File: src/rtl/tgc_pkg.sv
// Shared types and constants for the touch gesture classifier.
`timescale 1ns / 1ps

package tgc_pkg;

  localparam int COORD_BITS = 12;

  typedef logic [COORD_BITS-1:0] coord_t;
  typedef logic [COORD_BITS+1:0] wide_t;
  typedef logic [1:0]            kind_t;
  typedef logic [2:0]            count_t;
  typedef logic [7:0]            rev_t;
  typedef logic [2:0]            reg_idx_t;

  // Sample kinds
  localparam kind_t KIND_START = 2'd0;
  localparam kind_t KIND_MOVE  = 2'd1;
  localparam kind_t KIND_STOP  = 2'd2;
  localparam kind_t KIND_KILL  = 2'd3;

  // Configuration register indexes
  localparam reg_idx_t REG_SWIPE_LENGTH = 3'd0;
  localparam reg_idx_t REG_SWIPE_WIDTH  = 3'd1;
  localparam reg_idx_t REG_SHAPE_WIDTH  = 3'd2;
  localparam reg_idx_t REG_SHAPE_HEIGHT = 3'd3;
  localparam reg_idx_t REG_X_TOL        = 3'd4;
  localparam reg_idx_t REG_Y_TOL        = 3'd5;

  localparam coord_t RST_SWIPE_LENGTH = COORD_BITS'(200);
  localparam coord_t RST_SWIPE_WIDTH  = COORD_BITS'(50);
  localparam coord_t RST_SHAPE_WIDTH  = COORD_BITS'(100);
  localparam coord_t RST_SHAPE_HEIGHT = COORD_BITS'(100);
  localparam coord_t RST_X_TOL        = COORD_BITS'(30);
  localparam coord_t RST_Y_TOL        = COORD_BITS'(30);

  localparam count_t TAP_MAX_SAMPLES  = 3'd5;
  localparam count_t SHAPE_MIN_BEYOND = 3'd4;
  localparam count_t COUNT_MAX        = 3'd7;
  localparam rev_t   REV_MAX          = 8'd255;
  localparam rev_t   Z_MIN_REVERSALS  = 8'd2;

  typedef struct packed {
    coord_t swipe_length;
    coord_t swipe_width_limit;
    coord_t shape_width;
    coord_t shape_height;
    coord_t x_tolerance;
    coord_t y_tolerance;
  } cfg_t;

  typedef struct packed {
    coord_t first_x;
    coord_t first_y;
    coord_t second_x;
    coord_t second_y;
    coord_t last_x;
    coord_t last_y;
    coord_t x_low;
    coord_t x_high;
    coord_t y_low;
    coord_t y_high;
    logic   moving_right;
    rev_t   rev;
    count_t count;
    logic   live;
    logic   dead;
  } trk_t;

  // Stroke state after reset: everything clear, heading right
  localparam trk_t TRK_RESET = '{moving_right: 1'b1, default: '0};

  typedef struct packed {
    logic   is_live;
    logic   is_dead;
    logic   tap;
    logic   swipe_up;
    logic   swipe_down;
    logic   circle;
    logic   z_shape;
    coord_t start_x;
    coord_t start_y;
    coord_t current_x;
    coord_t current_y;
    rev_t   reversals;
  } res_t;

endpackage

File: src/rtl/tgc_if.sv
// Valid/ready channel interfaces for touch samples and gesture results.
`timescale 1ns / 1ps

interface tgc_in_if
  import tgc_pkg::*;
();
  logic   valid;
  logic   ready;
  kind_t  kind;
  coord_t sample_x;
  coord_t sample_y;

  modport source (output valid, kind, sample_x, sample_y, input ready);
  modport sink   (input valid, kind, sample_x, sample_y, output ready);
endinterface

interface tgc_out_if
  import tgc_pkg::*;
();
  logic   valid;
  logic   ready;
  logic   is_live;
  logic   is_dead;
  logic   tap;
  logic   swipe_up;
  logic   swipe_down;
  logic   circle;
  logic   z_shape;
  coord_t start_x;
  coord_t start_y;
  coord_t current_x;
  coord_t current_y;
  rev_t   reversals;

  modport source (output valid, is_live, is_dead, tap, swipe_up, swipe_down, circle,
                  z_shape, start_x, start_y, current_x, current_y, reversals,
                  input ready);
  modport sink   (input valid, is_live, is_dead, tap, swipe_up, swipe_down, circle,
                  z_shape, start_x, start_y, current_x, current_y, reversals,
                  output ready);
endinterface

File: src/rtl/tgc_track.sv
// Stroke tracker: points, bounding box, direction, reversal and sample counts.
`timescale 1ns / 1ps

module tgc_track
  import tgc_pkg::*;
(
  input  logic   clk,
  input  logic   rst_n,
  input  logic   acc,
  input  kind_t  kind,
  input  coord_t sample_x,
  input  coord_t sample_y,
  output trk_t   st_r
);

  trk_t st_nxt;

  always_comb begin
    logic rev_hit;
    st_nxt  = st_r;
    rev_hit = 1'b0;
    if (acc) begin
      unique case (kind)
        KIND_START: begin
          st_nxt.first_x      = sample_x;
          st_nxt.first_y      = sample_y;
          st_nxt.second_x     = sample_x;
          st_nxt.second_y     = sample_y;
          st_nxt.last_x       = sample_x;
          st_nxt.last_y       = sample_y;
          st_nxt.x_low        = sample_x;
          st_nxt.x_high       = sample_x;
          st_nxt.y_low        = sample_y;
          st_nxt.y_high       = sample_y;
          st_nxt.count        = 3'd1;
          st_nxt.live         = 1'b1;
          st_nxt.dead         = 1'b0;
          st_nxt.moving_right = 1'b1;
          st_nxt.rev          = '0;
        end
        KIND_MOVE, KIND_STOP: begin
          if (kind == KIND_STOP) begin
            st_nxt.live = 1'b0;
          end
          if (st_r.count == '0) begin
            // no sample held yet: load as a first point, flags kept
            st_nxt.first_x  = sample_x;
            st_nxt.first_y  = sample_y;
            st_nxt.second_x = sample_x;
            st_nxt.second_y = sample_y;
            st_nxt.last_x   = sample_x;
            st_nxt.last_y   = sample_y;
            st_nxt.x_low    = sample_x;
            st_nxt.x_high   = sample_x;
            st_nxt.y_low    = sample_y;
            st_nxt.y_high   = sample_y;
            st_nxt.count    = 3'd1;
          end else begin
            if (sample_x > st_r.last_x) begin
              rev_hit             = !st_r.moving_right;
              st_nxt.moving_right = 1'b1;
            end else if (sample_x < st_r.last_x) begin
              rev_hit             = st_r.moving_right;
              st_nxt.moving_right = 1'b0;
            end
            // a turn counts only once two samples are held
            if (rev_hit && st_r.count > 3'd1 && st_r.rev != REV_MAX) begin
              st_nxt.rev = st_r.rev + 8'd1;
            end
            if (st_r.count == 3'd1) begin
              st_nxt.second_x = sample_x;
              st_nxt.second_y = sample_y;
            end
            st_nxt.last_x = sample_x;
            st_nxt.last_y = sample_y;
            if (sample_x > st_r.x_high) st_nxt.x_high = sample_x;
            if (sample_x < st_r.x_low)  st_nxt.x_low  = sample_x;
            if (sample_y > st_r.y_high) st_nxt.y_high = sample_y;
            if (sample_y < st_r.y_low)  st_nxt.y_low  = sample_y;
            if (st_r.count != COUNT_MAX) begin
              st_nxt.count = st_r.count + 3'd1;
            end
          end
        end
        KIND_KILL: begin
          st_nxt.dead = 1'b1;
        end
        default: begin
          st_nxt = st_r;
        end
      endcase
    end
  end

  always_ff @(posedge clk) begin
    if (!rst_n) begin
      st_r <= TRK_RESET;
    end else begin
      st_r <= st_nxt;
    end
  end

  a_kill_sets_dead: assert property (@(posedge clk) disable iff (!rst_n)
    acc && kind == KIND_KILL |=> st_r.dead)
    else $error("kill item did not set the dead flag");

  a_start_loads: assert property (@(posedge clk) disable iff (!rst_n)
    acc && kind == KIND_START |=> st_r.count == 3'd1 && st_r.live && !st_r.dead &&
      st_r.rev == '0 && st_r.first_x == $past(sample_x) && st_r.first_y == $past(sample_y))
    else $error("start item did not reload the stroke");

  a_box_holds_last: assert property (@(posedge clk) disable iff (!rst_n)
    st_r.x_low <= st_r.last_x && st_r.last_x <= st_r.x_high &&
    st_r.y_low <= st_r.last_y && st_r.last_y <= st_r.y_high)
    else $error("latest point outside the bounding box");

  a_rev_needs_two: assert property (@(posedge clk) disable iff (!rst_n)
    st_r.count < 3'd2 |-> st_r.rev == '0 || $stable(st_r.rev))
    else $error("reversal counted with fewer than two samples");

endmodule

File: src/rtl/tgc_classify.sv
// Gesture tests on the tracked stroke: tap, swipes, circle and Z.
`timescale 1ns / 1ps

module tgc_classify
  import tgc_pkg::*;
(
  input  trk_t st,
  input  cfg_t cfg,
  output res_t res
);

  // target lies within tol of end_v
  function automatic logic near(input wide_t target, input wide_t end_v, input wide_t tol);
    near = (target <= end_v + tol) && (target + tol >= end_v);
  endfunction

  coord_t xext;
  coord_t yext;
  logic   two_plus;
  logic   swipe_ok;
  logic   big;
  wide_t  fx;
  wide_t  fy;
  wide_t  lx;
  wide_t  ly;
  wide_t  xtol;
  wide_t  ytol;
  wide_t  zx;
  wide_t  zy;

  assign xext     = st.x_high - st.x_low;
  assign yext     = st.y_high - st.y_low;
  assign two_plus = st.count >= 3'd2;
  assign swipe_ok = two_plus && yext >= cfg.swipe_length && xext < cfg.swipe_width_limit;
  assign big      = st.count > SHAPE_MIN_BEYOND && xext >= cfg.shape_width &&
                    yext >= cfg.shape_height;

  assign fx   = wide_t'(st.first_x);
  assign fy   = wide_t'(st.first_y);
  assign lx   = wide_t'(st.last_x);
  assign ly   = wide_t'(st.last_y);
  assign xtol = wide_t'(cfg.x_tolerance);
  assign ytol = wide_t'(cfg.y_tolerance);
  assign zx   = fx + wide_t'(cfg.shape_width);
  assign zy   = fy + wide_t'(cfg.shape_height);

  always_comb begin
    res.is_live    = st.live;
    res.is_dead    = st.dead;
    res.tap        = two_plus && st.count <= TAP_MAX_SAMPLES &&
                     st.first_x == st.second_x && st.first_y == st.second_y;
    res.swipe_up   = swipe_ok && st.last_y == st.y_low;
    res.swipe_down = swipe_ok && st.last_y == st.y_high;
    res.circle     = big && near(fx, lx, xtol) && near(fy, ly, ytol);
    res.z_shape    = big && near(zx, lx, xtol) && near(zy, ly, ytol) &&
                     st.rev >= Z_MIN_REVERSALS;
    res.start_x    = st.first_x;
    res.start_y    = st.first_y;
    res.current_x  = st.last_x;
    res.current_y  = st.last_y;
    res.reversals  = st.rev;
  end

endmodule

File: src/rtl/touch_gesture_classifier.sv
// Throughput: one item per cycle while the output is not stalled; the stroke state registers take the item,
// the gesture tests run from them into the result register.
// A new item is taken while a result waits, as long as the pending slot can move.
// Reset (synchronous, rst_n low): channels empty, stroke cleared, registers to defaults.
`timescale 1ns / 1ps

module touch_gesture_classifier
  import tgc_pkg::*;
(
  input  logic     clk,
  input  logic     rst_n,
  tgc_in_if.sink   in_ch,
  tgc_out_if.source out_ch,
  input  logic     cfg_we,
  input  reg_idx_t cfg_index,
  input  coord_t   cfg_data
);

  cfg_t cfg_r;
  trk_t st_r;
  res_t cls;
  res_t res_r;
  logic pend_r;
  logic pend_nxt;
  logic out_valid_r;
  logic out_free;
  logic acc;

  always_ff @(posedge clk) begin
    if (!rst_n) begin
      cfg_r.swipe_length      <= RST_SWIPE_LENGTH;
      cfg_r.swipe_width_limit <= RST_SWIPE_WIDTH;
      cfg_r.shape_width       <= RST_SHAPE_WIDTH;
      cfg_r.shape_height      <= RST_SHAPE_HEIGHT;
      cfg_r.x_tolerance       <= RST_X_TOL;
      cfg_r.y_tolerance       <= RST_Y_TOL;
    end else if (cfg_we) begin
      case (cfg_index)
        REG_SWIPE_LENGTH: cfg_r.swipe_length      <= cfg_data;
        REG_SWIPE_WIDTH:  cfg_r.swipe_width_limit <= cfg_data;
        REG_SHAPE_WIDTH:  cfg_r.shape_width       <= cfg_data;
        REG_SHAPE_HEIGHT: cfg_r.shape_height      <= cfg_data;
        REG_X_TOL:        cfg_r.x_tolerance       <= cfg_data;
        REG_Y_TOL:        cfg_r.y_tolerance       <= cfg_data;
        default:          cfg_r                   <= cfg_r;
      endcase
    end
  end

  assign out_free    = !out_valid_r || out_ch.ready;
  assign in_ch.ready = !pend_r || out_free;
  assign acc         = in_ch.valid && in_ch.ready;
  assign pend_nxt    = acc || (pend_r && !out_free);

  tgc_track u_track (
    .clk      (clk),
    .rst_n    (rst_n),
    .acc      (acc),
    .kind     (in_ch.kind),
    .sample_x (in_ch.sample_x),
    .sample_y (in_ch.sample_y),
    .st_r     (st_r)
  );

  tgc_classify u_classify (
    .st  (st_r),
    .cfg (cfg_r),
    .res (cls)
  );

  always_ff @(posedge clk) begin
    if (!rst_n) begin
      pend_r      <= 1'b0;
      out_valid_r <= 1'b0;
    end else begin
      pend_r <= pend_nxt;
      if (out_free) begin
        out_valid_r <= pend_r;
      end
    end
  end

  // capture the item's result before the state takes the next item
  always_ff @(posedge clk) begin
    if (out_free && pend_r) begin
      res_r <= cls;
    end
  end

  assign out_ch.valid      = out_valid_r;
  assign out_ch.is_live    = res_r.is_live;
  assign out_ch.is_dead    = res_r.is_dead;
  assign out_ch.tap        = res_r.tap;
  assign out_ch.swipe_up   = res_r.swipe_up;
  assign out_ch.swipe_down = res_r.swipe_down;
  assign out_ch.circle     = res_r.circle;
  assign out_ch.z_shape    = res_r.z_shape;
  assign out_ch.start_x    = res_r.start_x;
  assign out_ch.start_y    = res_r.start_y;
  assign out_ch.current_x  = res_r.current_x;
  assign out_ch.current_y  = res_r.current_y;
  assign out_ch.reversals  = res_r.reversals;

  a_no_overwrite: assert property (@(posedge clk) disable iff (!rst_n)
    acc |-> !pend_r || out_free)
    else $error("item accepted over a pending result that cannot move");

  a_pend_to_out: assert property (@(posedge clk) disable iff (!rst_n)
    pend_r && out_free |=> out_valid_r)
    else $error("pending result lost on its way to the output");

  a_out_hold: assert property (@(posedge clk) disable iff (!rst_n)
    out_valid_r && !out_ch.ready |=> out_valid_r && $stable(res_r))
    else $error("stalled result changed");

endmodule
File: src/flat_wrapper.sv
// flat-port wrapper written by rule: the top's interface ports become plain ports
module touch_gesture_classifier_flat import tgc_pkg::*;
  (clk, rst_n, cfg_we, cfg_index, cfg_data, in_ch_valid, in_ch_kind, in_ch_sample_x, in_ch_sample_y, in_ch_ready, out_ch_valid, out_ch_is_live, out_ch_is_dead, out_ch_tap, out_ch_swipe_up, out_ch_swipe_down, out_ch_circle, out_ch_z_shape, out_ch_start_x, out_ch_start_y, out_ch_current_x, out_ch_current_y, out_ch_reversals, out_ch_ready);
  tgc_in_if in_ch_i ();
  tgc_out_if out_ch_i ();
  input  logic clk;
  input  logic rst_n;
  input  logic cfg_we;
  input  reg_idx_t cfg_index;
  input  coord_t cfg_data;
  input wire logic [$bits(in_ch_i.valid)-1:0] in_ch_valid;
  input wire logic [$bits(in_ch_i.kind)-1:0] in_ch_kind;
  input wire logic [$bits(in_ch_i.sample_x)-1:0] in_ch_sample_x;
  input wire logic [$bits(in_ch_i.sample_y)-1:0] in_ch_sample_y;
  output wire logic [$bits(in_ch_i.ready)-1:0] in_ch_ready;
  output wire logic [$bits(out_ch_i.valid)-1:0] out_ch_valid;
  output wire logic [$bits(out_ch_i.is_live)-1:0] out_ch_is_live;
  output wire logic [$bits(out_ch_i.is_dead)-1:0] out_ch_is_dead;
  output wire logic [$bits(out_ch_i.tap)-1:0] out_ch_tap;
  output wire logic [$bits(out_ch_i.swipe_up)-1:0] out_ch_swipe_up;
  output wire logic [$bits(out_ch_i.swipe_down)-1:0] out_ch_swipe_down;
  output wire logic [$bits(out_ch_i.circle)-1:0] out_ch_circle;
  output wire logic [$bits(out_ch_i.z_shape)-1:0] out_ch_z_shape;
  output wire logic [$bits(out_ch_i.start_x)-1:0] out_ch_start_x;
  output wire logic [$bits(out_ch_i.start_y)-1:0] out_ch_start_y;
  output wire logic [$bits(out_ch_i.current_x)-1:0] out_ch_current_x;
  output wire logic [$bits(out_ch_i.current_y)-1:0] out_ch_current_y;
  output wire logic [$bits(out_ch_i.reversals)-1:0] out_ch_reversals;
  input wire logic [$bits(out_ch_i.ready)-1:0] out_ch_ready;
  assign in_ch_i.valid = in_ch_valid;
  assign in_ch_i.kind = in_ch_kind;
  assign in_ch_i.sample_x = in_ch_sample_x;
  assign in_ch_i.sample_y = in_ch_sample_y;
  assign in_ch_ready = in_ch_i.ready;
  assign out_ch_valid = out_ch_i.valid;
  assign out_ch_is_live = out_ch_i.is_live;
  assign out_ch_is_dead = out_ch_i.is_dead;
  assign out_ch_tap = out_ch_i.tap;
  assign out_ch_swipe_up = out_ch_i.swipe_up;
  assign out_ch_swipe_down = out_ch_i.swipe_down;
  assign out_ch_circle = out_ch_i.circle;
  assign out_ch_z_shape = out_ch_i.z_shape;
  assign out_ch_start_x = out_ch_i.start_x;
  assign out_ch_start_y = out_ch_i.start_y;
  assign out_ch_current_x = out_ch_i.current_x;
  assign out_ch_current_y = out_ch_i.current_y;
  assign out_ch_reversals = out_ch_i.reversals;
  assign out_ch_i.ready = out_ch_ready;
  touch_gesture_classifier u_core (.clk(clk), .rst_n(rst_n), .in_ch(in_ch_i), .out_ch(out_ch_i), .cfg_we(cfg_we), .cfg_index(cfg_index), .cfg_data(cfg_data));
endmodule
File: config.mk
export PLATFORM = sky130hd
export DESIGN_NAME = touch_gesture_classifier_flat
export DESIGN_NICKNAME = d
export VERILOG_FILES = /design/src/rtl/tgc_pkg.sv /design/src/rtl/tgc_if.sv /design/src/rtl/tgc_track.sv /design/src/rtl/tgc_classify.sv /design/src/rtl/touch_gesture_classifier.sv /design/src/flat_wrapper.sv
export SDC_FILE = /design/constraint.sdc
export NUM_CORES = 1
export LEC_CHECK = 0
export BUFFER_PORTS_ARGS = -buffer_cell sky130_fd_sc_hd__buf_2
export CAP_MARGIN = 25
export CORE_MARGIN = 4
export CORE_UTILIZATION = 59
export CTS_BUF_LIST = sky130_fd_sc_hd__clkbuf_2
export DETAILED_ROUTE_END_ITERATION = 8
export PLACE_DENSITY_LB_ADDON = 0.25
export SYNTH_ARGS = -nofsm -noshare
export SYNTH_HDL_FRONTEND = slang
export SYNTH_SLANG_ARGS = --single-unit
File: constraint.sdc
create_clock -name clk -period 6 [get_ports clk]
set_input_delay 1.2 -clock clk [delete_from_list [all_inputs] [get_ports clk]]
set_output_delay 1.2 -clock clk [all_outputs]
set_load 0.02 [all_outputs]
==> results of run 1 <==
==> synth_stat cells (28+ instances only) <==
library cell / number
sky130_fd_sc_hd__a21oi_1: 113
sky130_fd_sc_hd__nor2b_1: 55
sky130_fd_sc_hd__o21ai_0: 86
sky130_fd_sc_hd__nand3_1: 61
sky130_fd_sc_hd__dfxtp_1: 208
sky130_fd_sc_hd__edfxtp_1: 63
sky130_fd_sc_hd__nor2_1: 88
sky130_fd_sc_hd__xnor2_1: 98
sky130_fd_sc_hd__o21a_1: 49
sky130_fd_sc_hd__ha_1: 334
sky130_fd_sc_hd__nand2_1: 362
sky130_fd_sc_hd__a21o_1: 56
sky130_fd_sc_hd__a21boi_0: 128
sky130_fd_sc_hd__nand4_1: 32
sky130_fd_sc_hd__inv_1: 161
sky130_fd_sc_hd__clkbuf_1: 54
sky130_fd_sc_hd__nor3_1: 28
sky130_fd_sc_hd__xor2_1: 46
sky130_fd_sc_hd__o211ai_1: 28
==> worst max path at each step <==
| stage | endpoint | slack, ns | startpoint | depth (start not counted) |
|---|---|---|---|---|
| floorplan | u_core.out_ch.circle | 1.46 | out_ch_ready | 2 |
| global placement | u_core.out_ch.z_shape | 1.43 | u_core.u_track.st_r[122] | 19 |
| detailed placement | u_core.out_ch.z_shape | 1.28 | u_core.u_track.st_r[123] | 19 |
| CTS | u_core.out_ch.swipe_down | 1.33 | u_core.u_track.st_r[38] | 19 |
| global route | u_core.out_ch.swipe_down | 0.82 | u_core.u_track.st_r[38] | 19 |
| finish | u_core.out_ch.z_shape | 1.19 | u_core.u_track.st_r[122] | 19 |
==> per-stage QoR <==
stage          hold slack [ns]  total power [mW]  cell area (sq um)
3_5_place_dp             0.421              3.79              20800
3_3_place_gp             0.418              3.72              20800
6_report                 0.439              5.16              21500
2_1_floorplan            0.409              3.30              19800
5_1_grt                  0.461              5.51              21500
4_1_cts                  0.441              5.18              21400
==> layer usage <==
metal	up-vias	share of wire (%)	wire length [um]	global-route usage (%)
li1	8342	-	-	-
met4	2	3.5	1970	11.3
met2	575	44	24600	48.0
met5	-	0.014	8	0
met3	125	7.9	4420	6.57
met1	8044	45	25200	41.3
==> power by group through the flow <==
stage	registers, mW	clock network (mW)	logic [mW]
after global routing	2.08	1.50	1.94
after global placement	2.10	0	1.62
after floorplan	2.09	0	1.21
after CTS	2.06	1.41	1.70
after detailed placement	2.10	0	1.69
final	2.06	1.38	1.72
==> logic make-up after synthesis <==
family,count (synthesis),synth area share [%]
AO/OA/AOI/OAI,551,18.7
adder cells (fa/ha/maj),344,22.1
AND/OR/NAND/NOR,717,16.6
buffers and inverters,220,4.19
flip-flops,271,30.6
XOR/XNOR,144,6.37
multiplexers,26,1.38
==> cell type report <==
cell class	instances	area [sq um]	area share, %
antenna	1	2.50	0.0117
clock buffer	108	541	2.52
clock inverter	18	146	0.682
inverter	161	604	2.82
multi-input combinational	1782	12900	60.2
sequential	271	6060	28.2
tap	442	553	2.58
timing repair buffer	121	652	3.04
==> sequential cells by signal, summed over array words and instances (netlist names), 8 cells and up <==
name                     count
u_core.cfg_r                72
u_core.out_ch.start_x       12
u_core.out_ch.reversals      8
u_core.u_track.st_r        134
u_core.out_ch.current_y     12
u_core.out_ch.current_x     12
u_core.out_ch.start_y       12
==> worst max-delay path, cell delays in order (launching register included) <==
cell and delay, ns:
sky130_fd_sc_hd__dfxtp_1 0.45, sky130_fd_sc_hd__ha_1 0.21, sky130_fd_sc_hd__inv_1 0.06, sky130_fd_sc_hd__fa_1 0.41, sky130_fd_sc_hd__nor2b_1 0.18, sky130_fd_sc_hd__o31a_1 0.18, sky130_fd_sc_hd__o21a_1 0.12, sky130_fd_sc_hd__nor2_1 0.05
sky130_fd_sc_hd__xnor2_1 0.36, sky130_fd_sc_hd__ha_1 0.33, sky130_fd_sc_hd__a21oi_1 0.18, sky130_fd_sc_hd__or4b_2 0.64, sky130_fd_sc_hd__nand4_1 0.16, sky130_fd_sc_hd__a31oi_1 0.12, sky130_fd_sc_hd__xor2_1 0.16, sky130_fd_sc_hd__ha_1 0.30
sky130_fd_sc_hd__a211oi_1 0.23, sky130_fd_sc_hd__o221ai_1 0.15, sky130_fd_sc_hd__nor2_1 0.21, sky130_fd_sc_hd__a211oi_1 0.07
==> placed cells by master (no fill, tap or decap), types with 28 or more instances in the layout <==
master	instances
sky130_fd_sc_hd__a21boi_0	128
sky130_fd_sc_hd__a21o_1	56
sky130_fd_sc_hd__a21oi_1	113
sky130_fd_sc_hd__buf_2	109
sky130_fd_sc_hd__clkbuf_2	108
sky130_fd_sc_hd__dfxtp_1	208
sky130_fd_sc_hd__edfxtp_1	63
sky130_fd_sc_hd__ha_1	334
sky130_fd_sc_hd__inv_1	161
sky130_fd_sc_hd__nand2_1	362
sky130_fd_sc_hd__nand3_1	61
sky130_fd_sc_hd__nand4_1	32
sky130_fd_sc_hd__nor2_1	88
sky130_fd_sc_hd__nor2b_1	54
sky130_fd_sc_hd__nor3_1	28
sky130_fd_sc_hd__o211ai_1	28
sky130_fd_sc_hd__o21a_1	49
sky130_fd_sc_hd__o21ai_0	86
sky130_fd_sc_hd__xnor2_1	98
sky130_fd_sc_hd__xor2_1	46
==> results by stage, run 1 <==
Run status:
- The run finished with clean final reports.

Hold path:
- The origin of the worst min-delay path is u_core.u_track.st_r[0].
- The hold-critical path endpoint is u_core.out_ch.is_dead.
- The path class of the lowest-slack min-delay path is register to register.
- The worst hold path was traced through 0 stages.

Flow run:
- Across the run, the number of max-cap violations was 0.

Timing:
- The final-report hold violation count is 0.
- Setup repair after global routing left no endpoint under its margin.
- The worst pin sits at a relative slew slack of 34.7%.
- The slew at the pin with the worst max-slew slack is 0.978 ns.
- The final critical path takes up 80.2% of the cycle.
- The final count of pins violating max slew was 0.
- The minimum clock period after layout is 4.81 ns.
- Summed over all failing endpoints, the final setup total negative slack is 0 ns.
- The final number of setup-violating endpoints is 0.
- The final worst setup slack is 1.19 ns.
- Timing would allow up to 208 MHz.
- The worst clock skew is 0.134 ns.

Route:
- The length of the first detailed-routing pass in iterations is 6.
- Summing over every cut layer, the via total after detailed routing is 17100.
- In this run the remaining antenna-violating nets after routing total 0.
- The final routed DRC violation total is 0.
- The first routing iteration left 1266 violations.
- The final layout contains routed wiring with a total length of 56300 um.
- In the final routed layout, each cell accounts on average for 19.4 um.
- Using the TritonRoute via totals, the vias-per-cell ratio works out to 5.88.

Synth:
- The synthesized design devotes to its leading area cell type 21.1% of total area.
- The fraction of synthesis flops using an asynchronous set or reset pin is 0%.
- For this run, the leading register cell type out of synthesis is sky130_fd_sc_hd__dfxtp_1.
- The share of the yosys chip area belonging to registers is 30.6%.
- The number of synthesis warnings is 0.
- The mapped netlist covers 19800 sq um.
- In the post-synthesis netlist, the biggest area contributors are sky130_fd_sc_hd__ha_1, sky130_fd_sc_hd__dfxtp_1, sky130_fd_sc_hd__edfxtp_1.
- Synthesis produced a netlist with a net count of 2663.
- The synthesized design contains 63 enable-type register cells.
- The largest total area in the synthesized netlist belongs to sky130_fd_sc_hd__ha_1.
- A synthesized cell averages 8.71 sq um.
- The cell count after synthesis came out at 2273.
- The number of distinct library cell variants in the gate-level netlist after synthesis is 65.
- The total of flip-flops plus latches after synthesis is 271.

Critical path:
- The type of the worst setup path is register to register.
- The type of element capturing the critical path is a register.
- The logic depth of the worst register-to-register path is 19.
- The launching element type of the critical path is a register.
- The worst endpoint data arrival time is 5.50 ns.
- The data required time of the worst path is 6.69 ns.
- The setup slack on the worst flop-to-flop path is 1.19 ns.
- The startpoint identified for the worst register-to-register timing path is u_core.u_track.st_r[122].
- The end of the worst register-to-register path is u_core.out_ch.z_shape.
- The worst-path maximum fanout is 6.

Clock tree:
- The clock slew seen by the registers of the worst setup and hold paths is 0.09 ns.
- The TritonCTS buffer count is 72.
- In this run the post-CTS setup repair buffer count came out at 0.
- The count of hold buffers inserted by post-cts repair is 0.
- In this run the number of H-tree levels came out at 3.
- After clock tree synthesis, the repair step resized 0 gates.
- The clock passes through at most 3 buffers.
- The clock drives 271 sinks.
- The cell at the root of the clock tree is sky130_fd_sc_hd__clkbuf_2.
- The TritonCTS clock tree is built.
- The clock network latency to the later pin of the worst-skew pair is 0.99 ns.

Power and ir drop:
- The clock network accounts for 26.7% of the total power.
- In this run the power spent charging and discharging nets is 1.90 mW.
- The worst-case IR drop observed on VDD is 0.135 mV.
- The design internal power is 3.26 mW.
- In this run, the combinational gates consume 33.3% of the power.
- In this run the static leakage power is 9.40 nW.
- Net switching is 36.9% of the power.
- The part of the total power dissipated in sequential elements is 40.0%.
- Dividing total power by cell area gives a power density of 240 nW/um^2.

Placement:
- The number of cells after detailed placement is 2775.
- Routability-driven placement finished with a final weighted congestion of 0.919.
- The final HPWL from detailed placement is 43500 um.
- The count of port buffers added during placement is 110.
- The post-placement worst setup slack is 1.28 ns.

Finish:
- The net count of the finished layout is 2799.
- The final core area utilization is 65.5%.
- From synthesis to final layout, the design area changed by 8.47%.
- The fraction of final layout cells with drive strength greater than 1 is 10.8%.
- The count of cells in the finished layout, fillers not included, comes to 2904.
- The layout has 2840 filler cells.

Floorplan:
- The floorplan step set the die height to 191 um.
- The core region is 32800 sq um.
- The floorplan has 66 rows.
- The horizontal die dimension is 191 um.
- The die footprint is 36500 sq um.
- The number of ports placed on the die boundary is 111.
- The initial cell density of the core is 60.4%.

GRT:
- The first global-routing pass estimated 87500 um of wire.
- Global routing used 30.5% of the available tracks across all layers.
- Summed over all layers, the global routing overflow is 0.
- The via count of the first global-routing pass came to 16700.
- The number of antenna violations at the first check in global routing was 2.
- Entering global routing, the biggest net connects 115 pins.
Power figures use the tool's default switching activity.
==> run 2, diff against run 1 <==
--- a/config.mk
+++ b/config.mk
@@ -8,7 +8,7 @@
 export BUFFER_PORTS_ARGS = -buffer_cell sky130_fd_sc_hd__buf_2
 export CAP_MARGIN = 25
 export CORE_MARGIN = 4
-export CORE_UTILIZATION = 59
+export CORE_UTILIZATION = 58
 export CTS_BUF_LIST = sky130_fd_sc_hd__clkbuf_2
 export DETAILED_ROUTE_END_ITERATION = 8
 export PLACE_DENSITY_LB_ADDON = 0.25
==> constraint.sdc (replaced) <==
create_clock -name clk -period 4.3 [get_ports clk]
set_input_delay 0.86 -clock clk [delete_from_list [all_inputs] [get_ports clk]]
set_output_delay 0.86 -clock clk [all_outputs]
set_load 0.02 [all_outputs]
==> run 2 against run 1 <==
Net effect: register-to-register slack got worse by 1.2 ns; sequential share of layout area decreased by 1.2 points; via count increased by 4.5%; utilization increased by 1.4 points; count of clock-buffer cells in the layout decreased by 9; power increased by 41%; first-iteration DRC count increased by 10%; clock power increased by 28%; worst setup slack got worse by 1.2 ns; non-clock buffer count increased by 93; critical path depth unchanged; critical endpoint unchanged.
==> results by stage, run 2 (synthesis results as in run 1) <==
Finish:
- The number of flip-flops in the largest register is 134 (unchanged).
- The total area of sequential cells came to 6060 sq um (+0.10%).
- The area of the multi-input gates is 13300 sq um (+2.6%).
- The number of inserted filler cells in the final layout is 2811 (-1.0%).
- The number of nets at the end of the flow is 2893 (+3.4%).
- From synthesis to final layout, the design area changed by 13.5%.
- The largest register by flop count is u_core.u_track.st_r.
- The library cell used most frequently in the layout, excluding fill and tap cells, is sky130_fd_sc_hd__nand2_1.
- In the final layout, the registers with the most flip-flops are u_core.u_track.st_r (134), u_core.cfg_r (72).
- The fraction of final layout cells with drive strength greater than 1 is 16.2% (+5.4 points).
- The library cells used most frequently in the layout, excluding fill and tap cells, are sky130_fd_sc_hd__nand2_1, sky130_fd_sc_hd__ha_1, sky130_fd_sc_hd__dfxtp_1, sky130_fd_sc_hd__inv_1, sky130_fd_sc_hd__a21boi_0.

Clock tree:
- The number of H-tree branching levels was 3 (unchanged).
- The tree is rooted in a sky130_fd_sc_hd__clkbuf_2.
- The TritonCTS buffer count is 73 (+1.4%).
- The TritonCTS sink count is 271 (unchanged).
- The TritonCTS clock tree is built.
- The count of hold buffers inserted by post-cts repair is 0 (unchanged).
- The clock network latency to the later pin of the worst-skew pair is 0.96 ns (-0.03 ns).
- The buffer levels on the longest clock path is 3 (unchanged).
- The clock slew seen by the registers of the worst setup and hold paths was 0.10 ns (about the same).

Power and ir drop:
- The logic gate share of total power is 37.1% (+3.8 points).
- The fraction of power spent switching nets is 37.8% (+0.94 points).
- The fraction of power consumed by the clock network is 24.2% (-2.5 points).
- The overall power is 7.30 mW (+41%).
- The leakage power of the design is 9.95 nW (+5.9%).
- The power density normalized to cell area is 325 nW/um^2 (+35%).
- The worst vdd rail ir drop is 0.207 mV (+54%).
- The part of the total power dissipated in sequential elements was 38.7% (-1.3 points).
- The power dissipated by switching net loads is 2.76 mW (+45%).
- The design internal power is 4.54 mW (+39%).

Timing:
- The final-report hold violation count was 0 (unchanged).
- Setup repair after global routing could not meet its margin everywhere.
- The normalized max-slew margin is 41.3% (+6.7 points).
- The worst slack on hold paths was 0.162 ns (-0.277 ns).
- The minimum clock period after layout was 4.28 ns (-0.531 ns).
- The final number of setup-violating endpoints was 0 (unchanged).
- The worst clock skew came to 0.111 ns (-0.0222 ns).
- The achievable frequency is 234 MHz (+12%).
- The final period utilization was 99.6% (+19 points).
- The final count of pins violating max slew was 0 (unchanged).
- The slew at the pin with the worst max-slew slack came to 0.877 ns (-0.101 ns).

Route:
- The average wire per standard cell is 19.5 um (+0.75%).
- The remaining number of nets flagged by the antenna check after routing was 0 (unchanged).
- The final routed DRC violation total was 0 (unchanged).
- The total via count after detailed routing came to 17800 (+4.5%).
- The post-detailed-route via-to-cell ratio is 5.93 (+0.81%).
- The number of design-rule violations left by the first detailed-router iteration is 1395 (+10%).
- The length of the first detailed-routing pass in iterations is 5 (-1).
- The wire length reported by the detailed router is 58700 um (+4.4%).

Critical path:
- The worst register-to-register path begins at u_core.cfg_r[24].
- In this run the critical register-to-register path is captured at u_core.out_ch.z_shape.
- The cell with the biggest individual delay on the critical path is sky130_fd_sc_hd__or4_4.
- The worst-path maximum fanout came to 3 (-3).
- The worst endpoint data arrival time was 4.99 ns (-0.51 ns).
- The worst setup path is launched from a register.
- The data required time of the worst path is 5.00 ns (-1.69 ns).
- The logic depth of the worst register-to-register path is 19 (unchanged).
- The stage delay of the slowest cell on the critical path is 0.45 ns (-0.19 ns).
- The critical path in this run is classified as register to register.
- The setup slack on the worst flop-to-flop path is 0.02 ns (-1.17 ns).
- The cell seen most often among critical-path stages is sky130_fd_sc_hd__ha_1.
- The signal on the critical path passes through ha_1 -> inv_1 -> fa_2 -> nor2b_2 -> o31a_1 -> or4_4 -> a31oi_4 -> xnor2_2 -> ha_1 -> nand3_1 -> o31ai_2 -> o41ai_1 -> buf_4 -> xnor2_2 -> ha_1 -> a211oi_2 -> a31oi_1 -> nor3_2 -> a211oi_1.
- The type of element capturing the critical path is a register.

Floorplan:
- The horizontal die dimension was 193 um (+0.82%).
- The area of the core is 33600 sq um (+2.5%).
- The initial cell density of the core is 58.9% (-1.5 points).
- The die footprint is 37100 sq um (+1.7%).
- The number of ports placed on the die boundary was 111 (unchanged).
- The number of standard-cell rows in the floorplan is 67 (+1.5%).
- The die boundary height was 193 um (+0.82%).

GRT:
- The via count of the first global-routing pass is 17200 (+3.3%).
- The largest net degree at the start of global routing is 120 (+4.3%).
- The total congestion overflow after global routing was 0 (unchanged).
- The first-pass GRT wire length is 91500 um (+4.6%).
- The number of antenna violations at the first check in global routing is 3 (+1).
- The overall routing resource usage was 31.3% (+0.87 points).

Hold path:
- The number of cells on the worst hold path is 2 (+2).
- The hold-critical path endpoint is u_core.pend_r.
- The origin of the worst min-delay path is in_ch_valid.
- The path class of the lowest-slack min-delay path is input port to register.

Placement:
- The count of port buffers added during placement is 110 (unchanged).
- The final weighted congestion in routability-driven placement is 0.962 (+4.7%).
- The final HPWL from detailed placement is 45100 um (+3.6%).

Flow run:
- The count of maximum capacitance violations is 0 (unchanged).

Run status:
- The flow ran to the end, and the final reports show no timing, DRC or antenna violations.
==> run 2: changes by cell type in the layout (fill, tap and decap cells not counted), moves of 5 or more <==
cell                       previous run  this run
sky130_fd_sc_hd__a21oi_1            113        97
sky130_fd_sc_hd__a21oi_2              0        16
sky130_fd_sc_hd__buf_4                9       103
sky130_fd_sc_hd__clkbuf_2           108        99
sky130_fd_sc_hd__clkinv_1             8        20
sky130_fd_sc_hd__dfxtp_1            208       203
sky130_fd_sc_hd__dfxtp_2              0         5
sky130_fd_sc_hd__o21ai_0             86        78
sky130_fd_sc_hd__o21ai_1              3         8
sky130_fd_sc_hd__xnor2_1             98        90
sky130_fd_sc_hd__xnor2_2              0         8
==> run 2: worst max-delay path, delay by kind of cell (launching register included) <==
| family | cells | cell delay (ns) |
|---|---|---|
| adder cells (fa/ha/maj) | 4 | 1.11 |
| XOR/XNOR | 2 | 0.18 |
| AND/OR/NAND/NOR | 4 | 0.86 |
| flip-flops | 1 | 0.35 |
| buffers and inverters | 2 | 0.26 |
| AO/OA/AOI/OAI | 7 | 1.30 |
==> run 2: power groups by stage <==
stage          clock network [mW]  logic [mW]  registers (mW)
2_1_floorplan                   0        1.69            2.92
6_report                     1.76        2.71            2.83
5_1_grt                      1.97        3.01            2.84
3_3_place_gp                    0        2.43            2.88
3_5_place_dp                    0        2.53            2.88
4_1_cts                      1.82        2.57            2.82
==> run 2: worst max-delay path by stage <==
stage	cells past startpoint	slack, ns	to	from
detailed placement	19	-0.21	u_core.out_ch.swipe_down	u_core.u_track.st_r[38]
global route	19	-0.15	u_core.out_ch.z_shape	u_core.cfg_r[24]
floorplan	2	0.10	u_core.out_ch.circle	out_ch_ready
finish	19	0.02	u_core.out_ch.z_shape	u_core.cfg_r[24]
global placement	19	-0.07	u_core.out_ch.swipe_down	u_core.u_track.st_r[38]
CTS	21	-0.02	u_core.out_ch.z_shape	u_core.cfg_r[36]
==> run 2: area by class of cell <==
cell class	count	area share, %
timing repair buffer	214	6.04
multi-input combinational	1782	59.0
inverter	161	2.69
sequential	271	27.0
clock inverter	32	0.601
antenna	2	0.0223
tap	448	2.49
clock buffer	99	2.20
==> run 2: through the flow <==
stage,area [sq um],worst slack [ns],cells,TNS [ns],util (%)
after floorplan,19800,0.101,2273,0,-
after global placement,21400,-0.0684,2865,-0.177,63.6
after detailed placement,21400,-0.209,2865,-0.558,63.6
after CTS,22100,-0.0191,2998,-0.0191,65.8
after global routing,22500,-0.146,3009,-0.148,66.8
final,22500,0.0175,3009,0,66.8
==> run 2: layer usage <==
| layer | global-route usage [%] | vias up | part of all wire [%] |
|---|---|---|---|
| li1 | - | 8546 | - |
| met1 | 43.4 | 8454 | 44 |
| met2 | 48.7 | 713 | 44 |
| met3 | 6.40 | 132 | 9.0 |
| met4 | 11.0 | 4 | 2.8 |
| met5 | 0 | - | 0.036 |
==> run 2: what timing repair did <==
| item | 4_1_cts | 5_1_grt |
|---|---|---|
| endpoints found under the setup margin | 3 | 4 |
| gates resized for setup | 21 | 61 |
| pin swaps | 17 | 49 |
| buffers inserted | 2 | 8 |
